--- config.mk ---
export PLATFORM = sky130hd
export DESIGN_NAME = lidar_frame_parser_flat
export DESIGN_NICKNAME = d
export VERILOG_FILES = /design/src/hdl/lfp_pkg.sv /design/src/hdl/lfp_if.sv /design/src/hdl/lfp_cfg_regs.sv /design/src/hdl/lfp_parser.sv /design/src/hdl/lidar_frame_parser.sv /design/src/flat_wrapper.sv
export SDC_FILE = /design/constraint.sdc
export NUM_CORES = 1
export LEC_CHECK = 0
export BUFFER_PORTS_ARGS = -buffer_cell sky130_fd_sc_hd__buf_4
export CORE_MARGIN = 2
export CORE_UTILIZATION = 55
export CTS_CLUSTER_SIZE = 16
export DETAILED_ROUTE_END_ITERATION = 12
export PLACE_DENSITY = 0.91
export RECOVER_POWER = 25
export SYNTH_ARGS = -nofsm -noshare
export SYNTH_HDL_FRONTEND = slang
export SYNTH_SLANG_ARGS = --single-unit
export TNS_END_PERCENT = 50
--- constraint.sdc ---
create_clock -name clk_i -period 16.4 [get_ports clk_i]
set_input_delay 2.46 -clock clk_i [delete_from_list [all_inputs] [get_ports clk_i]]
set_output_delay 2.46 -clock clk_i [all_outputs]
set_load 0.1 [all_outputs]
--- src/hdl/lfp_pkg.sv ---
// Shared types and constants of the lidar frame parser.
package lfp_pkg;

  localparam int unsigned ByteW = 8;
  localparam int unsigned WordW = 16;
  localparam int unsigned ApbDataW = 32;
  localparam int unsigned ApbAddrW = 3;

  localparam logic [ByteW-1:0] HeaderReset = 8'h59;

  // Register indexes on the configuration port.
  localparam logic RegHeader = 1'b0;

  // Byte offsets of the little-endian words inside a frame.
  localparam int unsigned DistOfs = 2;
  localparam int unsigned StrOfs = 4;
  localparam int unsigned TempOfs = 6;
  localparam int unsigned TempHiOfs = 7;

  typedef enum logic [2:0] {
    SyncHunt1   = 3'b001,
    SyncHunt2   = 3'b010,
    SyncCollect = 3'b100
  } sync_state_e;

  typedef struct packed {
    logic [WordW-1:0] distance;
    logic [WordW-1:0] strength;
    logic [WordW-1:0] temperature;
    logic             frame_good;
  } result_t;

endpackage

--- src/hdl/lfp_if.sv ---
// Valid/ready channel interfaces for received bytes and parsed frames.
interface lfp_in_if;
  logic       valid;
  logic       ready;
  logic [7:0] rx_byte;

  modport source (output valid, output rx_byte, input ready);
  modport sink (input valid, input rx_byte, output ready);
endinterface

interface lfp_out_if;
  logic        valid;
  logic        ready;
  logic [15:0] distance;
  logic [15:0] strength;
  logic [15:0] temperature;
  logic        frame_good;

  modport source (output valid, output distance, output strength, output temperature,
                  output frame_good, input ready);
  modport sink (input valid, input distance, input strength, input temperature,
                input frame_good, output ready);
endinterface

--- src/hdl/lfp_cfg_regs.sv ---
// APB-style configuration register block holding the header byte.
module lfp_cfg_regs (
  input  logic                          clk_i,
  input  logic                          rst_ni,
  input  logic                          psel,
  input  logic                          penable,
  input  logic                          pwrite,
  input  logic [lfp_pkg::ApbAddrW-1:0]  paddr,
  input  logic [lfp_pkg::ApbDataW-1:0]  pwdata,
  output logic [lfp_pkg::ApbDataW-1:0]  prdata,
  output logic                          pready,
  output logic [lfp_pkg::ByteW-1:0]     header_o
);

  logic [lfp_pkg::ByteW-1:0] header_q, header_d;
  logic                      wr_en;
  logic                      sel_header;

  assign pready = 1'b1;
  assign sel_header = (paddr[2] == lfp_pkg::RegHeader);
  assign wr_en = psel && penable && pwrite && pready && sel_header;

  always_comb begin
    header_d = header_q;
    if (wr_en) begin
      header_d = pwdata[lfp_pkg::ByteW-1:0];
    end
  end

  always_ff @(posedge clk_i or negedge rst_ni) begin
    if (!rst_ni) begin
      header_q <= lfp_pkg::HeaderReset;
    end else begin
      header_q <= header_d;
    end
  end

  assign prdata = sel_header ? {{(lfp_pkg::ApbDataW - lfp_pkg::ByteW){1'b0}}, header_q}
                             : '0;
  assign header_o = header_q;

endmodule

--- src/hdl/lfp_parser.sv ---
// Input byte register, sync state machine, running checksum and frame byte store.
module lfp_parser #(
  parameter int unsigned FRAME_BYTES = 9
) (
  input  logic                      clk_i,
  input  logic                      rst_ni,
  input  logic [lfp_pkg::ByteW-1:0] header_i,
  input  logic                      in_valid_i,
  input  logic [lfp_pkg::ByteW-1:0] in_byte_i,
  output logic                      in_ready_o,
  input  logic                      out_free_i,
  output logic                      res_valid_o,
  output lfp_pkg::result_t          res_o
);

  localparam int unsigned CntW = $clog2(FRAME_BYTES);
  localparam logic [CntW-1:0] Last = CntW'(FRAME_BYTES - 1);
  localparam bit ChkInTemp = (FRAME_BYTES - 1 == lfp_pkg::TempHiOfs);

  logic                       s1_valid_q, s1_valid_d;
  logic [lfp_pkg::ByteW-1:0]  s1_byte_q;
  lfp_pkg::sync_state_e       state_q, state_d, state_tmp;
  logic [CntW-1:0]            cnt_q, cnt_d, idx;
  logic [lfp_pkg::ByteW-1:0]  sum_q, sum_d;
  logic [lfp_pkg::ByteW-1:0]  store_q [lfp_pkg::DistOfs:lfp_pkg::TempHiOfs];
  logic [lfp_pkg::ByteW-1:0]  temp_hi;
  logic                       hdr_match, is_last, emit, advance, accept, good;

  assign hdr_match = (s1_byte_q == header_i);

  always_comb begin
    idx = cnt_q;
    state_tmp = state_q;
    case (state_q)
      lfp_pkg::SyncHunt1: begin
        idx = '0;
        state_tmp = hdr_match ? lfp_pkg::SyncHunt2 : lfp_pkg::SyncHunt1;
      end
      lfp_pkg::SyncHunt2: begin
        state_tmp = hdr_match ? lfp_pkg::SyncCollect : lfp_pkg::SyncHunt1;
      end
      lfp_pkg::SyncCollect: begin
        state_tmp = lfp_pkg::SyncCollect;
      end
      default: begin
        state_tmp = lfp_pkg::SyncCollect;
      end
    endcase
  end

  assign is_last = (idx == Last);
  assign emit = s1_valid_q && is_last && (state_tmp == lfp_pkg::SyncCollect);
  assign advance = s1_valid_q && (!emit || out_free_i);
  assign in_ready_o = !s1_valid_q || advance;
  assign accept = in_valid_i && in_ready_o;
  assign s1_valid_d = accept || (s1_valid_q && !advance);

  always_comb begin
    state_d = state_q;
    cnt_d = cnt_q;
    sum_d = sum_q;
    if (advance) begin
      if (idx == '0) begin
        sum_d = s1_byte_q;
      end else if (idx < Last) begin
        sum_d = 8'(sum_q + s1_byte_q);
      end
      if (is_last) begin
        state_d = lfp_pkg::SyncHunt1;
        cnt_d = '0;
      end else begin
        state_d = state_tmp;
        cnt_d = idx + CntW'(1);
      end
    end
  end

  always_ff @(posedge clk_i or negedge rst_ni) begin
    if (!rst_ni) begin
      s1_valid_q <= 1'b0;
      state_q <= lfp_pkg::SyncHunt1;
      cnt_q <= '0;
      sum_q <= '0;
    end else begin
      s1_valid_q <= s1_valid_d;
      state_q <= state_d;
      cnt_q <= cnt_d;
      sum_q <= sum_d;
    end
  end

  always_ff @(posedge clk_i) begin
    if (accept) begin
      s1_byte_q <= in_byte_i;
    end
    for (int k = lfp_pkg::DistOfs; k <= lfp_pkg::TempHiOfs; k++) begin
      if (advance && idx == CntW'(k)) begin
        store_q[k] <= s1_byte_q;
      end
    end
  end

  assign temp_hi = ChkInTemp ? s1_byte_q : store_q[lfp_pkg::TempHiOfs];
  assign good = (sum_q == s1_byte_q);

  assign res_valid_o = emit;
  always_comb begin
    res_o = '0;
    res_o.frame_good = good;
    if (good) begin
      res_o.distance = {store_q[lfp_pkg::DistOfs + 1], store_q[lfp_pkg::DistOfs]};
      res_o.strength = {store_q[lfp_pkg::StrOfs + 1], store_q[lfp_pkg::StrOfs]};
      res_o.temperature = {temp_hi, store_q[lfp_pkg::TempOfs]};
    end
  end

  a_cnt_range: assert property (@(posedge clk_i) disable iff (!rst_ni) cnt_q <= Last)
    else $error("frame byte count beyond frame length");

  a_hunt2_cnt: assert property (@(posedge clk_i) disable iff (!rst_ni)
    state_q == lfp_pkg::SyncHunt2 |-> cnt_q == CntW'(1))
    else $error("second header hunt with wrong byte count");

  a_hunt1_cnt: assert property (@(posedge clk_i) disable iff (!rst_ni)
    state_q == lfp_pkg::SyncHunt1 |-> cnt_q <= CntW'(2))
    else $error("first header hunt with unexpected byte count");

  a_emit_resync: assert property (@(posedge clk_i) disable iff (!rst_ni)
    emit && advance |=> state_q == lfp_pkg::SyncHunt1 && cnt_q == '0)
    else $error("parser did not return to hunting after a frame");

endmodule

--- src/hdl/lidar_frame_parser.sv ---
// Top level of the lidar serial frame parser with result register and config port.
//
//   channel   direction  handshake                payload
//   rx_i      in         rx_i.valid / rx_i.ready  rx_byte
//   res_o     out        res_o.valid / res_o.ready distance, strength, temperature, frame_good
//   APB       in         psel, penable, pready    paddr, pwdata, prdata (header_byte at 0x0)
//
// One byte is accepted every cycle unless a held result stalls the input; each byte is held in
// the input register, and a frame result is loaded into the output register from its checksum byte there.
// Reset is asynchronous and active low; it returns the parser to hunting the first header.
// A result held in the output register stalls the input only when the next byte also
// completes a frame, so bytes keep flowing while a result waits to be taken.
module lidar_frame_parser #(
  parameter int unsigned FRAME_BYTES = 9
) (
  input  logic                          clk_i,
  input  logic                          rst_ni,
  lfp_in_if.sink                        rx_i,
  lfp_out_if.source                     res_o,
  input  logic                          psel,
  input  logic                          penable,
  input  logic                          pwrite,
  input  logic [lfp_pkg::ApbAddrW-1:0]  paddr,
  input  logic [lfp_pkg::ApbDataW-1:0]  pwdata,
  output logic [lfp_pkg::ApbDataW-1:0]  prdata,
  output logic                          pready
);

  logic [lfp_pkg::ByteW-1:0] header;
  logic                      res_valid, out_free, load;
  logic                      out_valid_q, out_valid_d;
  lfp_pkg::result_t          res, out_q;

  lfp_cfg_regs u_cfg (
    .clk_i    (clk_i),
    .rst_ni   (rst_ni),
    .psel     (psel),
    .penable  (penable),
    .pwrite   (pwrite),
    .paddr    (paddr),
    .pwdata   (pwdata),
    .prdata   (prdata),
    .pready   (pready),
    .header_o (header)
  );

  lfp_parser #(
    .FRAME_BYTES (FRAME_BYTES)
  ) u_parser (
    .clk_i       (clk_i),
    .rst_ni      (rst_ni),
    .header_i    (header),
    .in_valid_i  (rx_i.valid),
    .in_byte_i   (rx_i.rx_byte),
    .in_ready_o  (rx_i.ready),
    .out_free_i  (out_free),
    .res_valid_o (res_valid),
    .res_o       (res)
  );

  assign out_free = !out_valid_q || res_o.ready;
  assign load = res_valid && out_free;
  assign out_valid_d = load || (out_valid_q && !res_o.ready);

  always_ff @(posedge clk_i or negedge rst_ni) begin
    if (!rst_ni) begin
      out_valid_q <= 1'b0;
    end else begin
      out_valid_q <= out_valid_d;
    end
  end

  always_ff @(posedge clk_i) begin
    if (load) begin
      out_q <= res;
    end
  end

  assign res_o.valid = out_valid_q;
  assign res_o.distance = out_q.distance;
  assign res_o.strength = out_q.strength;
  assign res_o.temperature = out_q.temperature;
  assign res_o.frame_good = out_q.frame_good;

endmodule

--- src/flat_wrapper.sv ---
// flat-port wrapper written by rule: the top's interface ports become plain ports
module lidar_frame_parser_flat 
#(
  parameter int unsigned FRAME_BYTES = 9
)
  (clk_i, rst_ni, psel, penable, pwrite, paddr, pwdata, prdata, pready, rx_i_valid, rx_i_rx_byte, rx_i_ready, res_o_valid, res_o_distance, res_o_strength, res_o_temperature, res_o_frame_good, res_o_ready);
  lfp_in_if rx_i_i ();
  lfp_out_if res_o_i ();
  input  logic clk_i;
  input  logic rst_ni;
  input  logic psel;
  input  logic penable;
  input  logic pwrite;
  input  logic [lfp_pkg::ApbAddrW-1:0] paddr;
  input  logic [lfp_pkg::ApbDataW-1:0] pwdata;
  output logic [lfp_pkg::ApbDataW-1:0] prdata;
  output logic pready;
  input wire logic [$bits(rx_i_i.valid)-1:0] rx_i_valid;
  input wire logic [$bits(rx_i_i.rx_byte)-1:0] rx_i_rx_byte;
  output wire logic [$bits(rx_i_i.ready)-1:0] rx_i_ready;
  output wire logic [$bits(res_o_i.valid)-1:0] res_o_valid;
  output wire logic [$bits(res_o_i.distance)-1:0] res_o_distance;
  output wire logic [$bits(res_o_i.strength)-1:0] res_o_strength;
  output wire logic [$bits(res_o_i.temperature)-1:0] res_o_temperature;
  output wire logic [$bits(res_o_i.frame_good)-1:0] res_o_frame_good;
  input wire logic [$bits(res_o_i.ready)-1:0] res_o_ready;
  assign rx_i_i.valid = rx_i_valid;
  assign rx_i_i.rx_byte = rx_i_rx_byte;
  assign rx_i_ready = rx_i_i.ready;
  assign res_o_valid = res_o_i.valid;
  assign res_o_distance = res_o_i.distance;
  assign res_o_strength = res_o_i.strength;
  assign res_o_temperature = res_o_i.temperature;
  assign res_o_frame_good = res_o_i.frame_good;
  assign res_o_i.ready = res_o_ready;
  lidar_frame_parser #(.FRAME_BYTES(FRAME_BYTES)) u_core (.clk_i(clk_i), .rst_ni(rst_ni), .rx_i(rx_i_i), .res_o(res_o_i), .psel(psel), .penable(penable), .pwrite(pwrite), .paddr(paddr), .pwdata(pwdata), .prdata(prdata), .pready(pready));
endmodule
==> impl_metrics.tcl <==
set metrics [dict create \
    run_status "complete, no violations" \
    floorplan.core_area_sq_mm 0.00968 \
    critical_path_buffers_and_inverters 2 \
    drt-vias-per-instance 5.16 \
    synth_area_sq_mm 0.00546 \
    height_of_the_chip_microns 104 \
    ys_top_cells_by_area "sky130_fd_sc_hd__edfxtp_1 58%, sky130_fd_sc_hd__dfrtp_1 9.2%, sky130_fd_sc_hd__and2_1 5.7%, sky130_fd_sc_hd__buf_4 3.6%, sky130_fd_sc_hd__ha_1 2.5%" \
    row_count 36 \
    worst-setup-path-type "input pin to output port" \
    switching_power_uw 346 \
    detail_route.drc_violations 0 \
    cts_hold_buf 0 \
    placedCellCount 588 \
    cts-htree-levels 4 \
    place_hpwl_microns 6540 \
    power_per_cell_area_mw_per_mm2 155 \
    timing.final.setup_violations 0 \
    worst_ep_arrival_time_ns 3.53 \
    stdcell_area_sq_mm 0.00668 \
    netSwitchingFraction_pct 33.4 \
    async_reset_ff_share_pct 19.2 \
    synth_flop_cell "sky130_fd_sc_hd__edfxtp_1" \
    number_of_flops_mapped_to_enable_cells_by_yosys 105 \
    die_area_sq_mm 0.0107 \
    clockRootBuffer "sky130_fd_sc_hd__clkbuf_8" \
    routed-via-count 3201 \
    numCtsBuffers 17 \
    hold_viol 0 \
    cp-end-kind "output port" \
    cts_max_path_buffers 2 \
    critical-path-slowest-cell "sky130_fd_sc_hd__buf_4" \
    share_of_yosys_cell_area_claimed_by_the_top_area_cell_type_pct 57.7 \
    setup_slack_of_the_worst_register_to_register_path_ns 13.48 \
    clock_latency_ns 0.52 \
    vdd_drop_max_mv 0.0982 \
    antenna_violating_nets_post_route 0 \
    critical_path_launch_point_type "input pin" \
    worst-endpoint-required_ns 13.94 \
    n_antenna_cell 0 \
    dpl-instance-area_sq_mm 0.00612 \
    final-instance-count-excl-fill 620 \
    drv.max_cap_violation_count 0 \
    final.setup.tns_ns 0 \
    path_category_of_the_worst_min_delay_check "register to register" \
    clkSlewWorstSetupHoldPaths_ns 0.06 \
    synth_cells 383 \
    number_of_antenna_violations_at_the_first_check_in_global_routing 0 \
    via_count_of_the_first_global_routing_pass 3141 \
    power_leakage_uw 0.00270 \
    synthesis.area_per_instance_sq_um 14.3 \
    initial_core_util_pct 56.4 \
    post_cts.resized_instances 0 \
    path_cells "buf_4 > nor2b_1 > and2_4 > nand3_1 > buf_4" \
    drv_slew 0 \
    port_buffers 82 \
    drt_wl_total_microns 10100 \
    clkPwrFrac_pct 34.2 \
    drive_above_1_share_pct 27.9 \
    areaGrowthSynthToFinish_pct 22.3 \
    clock_sink_count 130 \
    io_pins 134 \
    worst_slew_pin_slew_ns 1.44 \
    cpPeakStageDelay_ns 0.30 \
    cts_tree "yes" \
    wire_length_of_the_first_global_routing_pass_microns 16100 \
    grt_max_degree 50 \
    dr.pass1.iters 5 \
    comb_power_share_pct 24.2 \
    internal_power_uw 691 \
    wl_per_cell_microns 16.3 \
    grt_use_total_pct 19.4 \
    die_width_microns 104 \
    synth_top_area_cell "sky130_fd_sc_hd__edfxtp_1" \
    post-route-min-period_ns 5.99 \
    critical_path.top_delay_family "simple AND/OR/NAND/NOR gates" \
    grt_setup_unrepaired "false" \
    synthesis.yosys.warnings 0 \
    pwr-share-seq_pct 41.6 \
    num-fill-cells 642 \
    postSynthRegisterBits 130 \
    max_freq_mhz 167 \
    drt_iter0_markers 207 \
    cts_setup_buffers 0 \
    yosysMostFrequentCell "sky130_fd_sc_hd__edfxtp_1" \
    synth_common_cells "105 x sky130_fd_sc_hd__edfxtp_1, 50 x sky130_fd_sc_hd__and2_1, 26 x sky130_fd_sc_hd__buf_4, 22 x sky130_fd_sc_hd__nand2_1, 20 x sky130_fd_sc_hd__dfrtp_1" \
    slew_headroom_pct 4.28 \
    worst-path-max-fanout 5 \
    fin_skew_ns 0.0200 \
    num-nets-final 536 \
    placer_congestion 0.804 \
    synth_seq_area_share_pct 69.3 \
    layout_worst_path_cycle_share_pct 36.6 \
    yosysUniqueCellTypes 52 \
    crit_top_cell "sky130_fd_sc_hd__buf_4" \
    grt.overflow.total 0 \
]
==> metrics by stage <==
step                      util [%]  hold WS (ns)  power (uW)  worst slack, ns
after detailed placement      63.2         0.487         685            10.41
after global placement        63.2         0.470         675            10.46
after CTS                     69.0         0.505        1040            10.41
final                         69.0         0.501        1040            10.41
after floorplan                  -         0.454         635             9.73
after global routing          69.0         0.533        1090            10.32
==> tightest hold or removal path: stages (launching register included) <==
cell                      delay, ns
sky130_fd_sc_hd__dfrtp_1       0.35
sky130_fd_sc_hd__nand2_1       0.05
sky130_fd_sc_hd__o21ai_0       0.06
==> state kept, by name, indices dropped and copies added, names as in the netlist, 4 cells and up <==
register and cells:
u_core.u_parser.store_q 48, u_core.res_o.distance 16, u_core.res_o.strength 16, u_core.res_o.temperature 16, u_core.u_cfg.header_o 8, u_core.u_parser.s1_byte_q 8
u_core.u_parser.sum_q 8, u_core.u_parser.cnt_q 4
==> worst paths after layout <==
path	start	end	depth (start not counted)
hold reg to reg	u_core.u_parser.sum_q[2]	u_core.u_parser.sum_q[2]	2
max in group asynchronous	rst_ni	u_core.u_parser.cnt_q[2]	1
min in group asynchronous	rst_ni	u_core.res_o.valid	1
setup reg to reg	u_core.u_parser.s1_byte_q[5]	u_core.res_o.temperature[13]	6
hold / removal	u_core.u_parser.sum_q[2]	u_core.u_parser.sum_q[2]	2
setup / recovery	res_o_ready	rx_i_ready	5
==> cell usage in the layout, fill, tap and decap left out, drive strengths merged, types with 2 or more instances in the layout <==
cell type	Yosys	routed
o31ai	2	2
dfstp	5	5
clkinv	0	5
nand3	4	4
mux2	9	9
o2bb2ai	2	2
xnor2	14	14
and2	51	51
nor3b	2	2
a31oi	2	2
buf	29	84
mux2i	3	3
conb	2	25
nand4	3	3
edfxtp	105	105
nor2b	12	12
inv	7	13
nand2	24	24
nand2b	2	2
ha	11	11
dfrtp	20	20
a21oi	12	12
and3	4	4
o21ai	9	9
nor2	16	16
clkbuf	7	19
clkinvlp	0	2
nor4	3	3
nor3	5	5
o21a	2	2
==> power groups by stage <==
stage	registers [uW]	clock network (uW)	logic [uW]
after floorplan	442	0	193
after detailed placement	437	0	248
after CTS	431	360	250
final	432	355	251
after global placement	434	0	242
after global routing	436	375	274
==> logic make-up (layout without fill, tap and decap cells) <==
family,count (synthesis),after routing,share of synthesized area (%)
DFF,130,130,69.3
and+or+nand+nor,128,128,13.1
muxes,12,12,2.47
buffers and inverters,43,124,4.93
xor gates and xnor gates,14,14,2.25
other,2,25,0.138
AOI/OAI and AO/OA,42,42,4.95
adders and majority gates,12,12,2.89
==> area by class of cell <==
class	count	area (sq um)	share of cell area (%)
repair buffers	85	634	9.49
multi-input cells	233	1510	22.5
clock inverters	14	146	2.19
flip-flops and latches	130	3780	56.6
well taps	133	166	2.49
clock buffers	18	418	6.25
inverters	7	26.3	0.393
==> routing by layer <==
layer	global-route usage, %	vias up	share of wire, %
li1	-	1502	-
met4	6.95	0	1.0
met2	32.2	149	52
met1	24.9	1536	41
met5	0	-	0
met3	5.16	14	6.4
(Power assumes the default switching activity.)
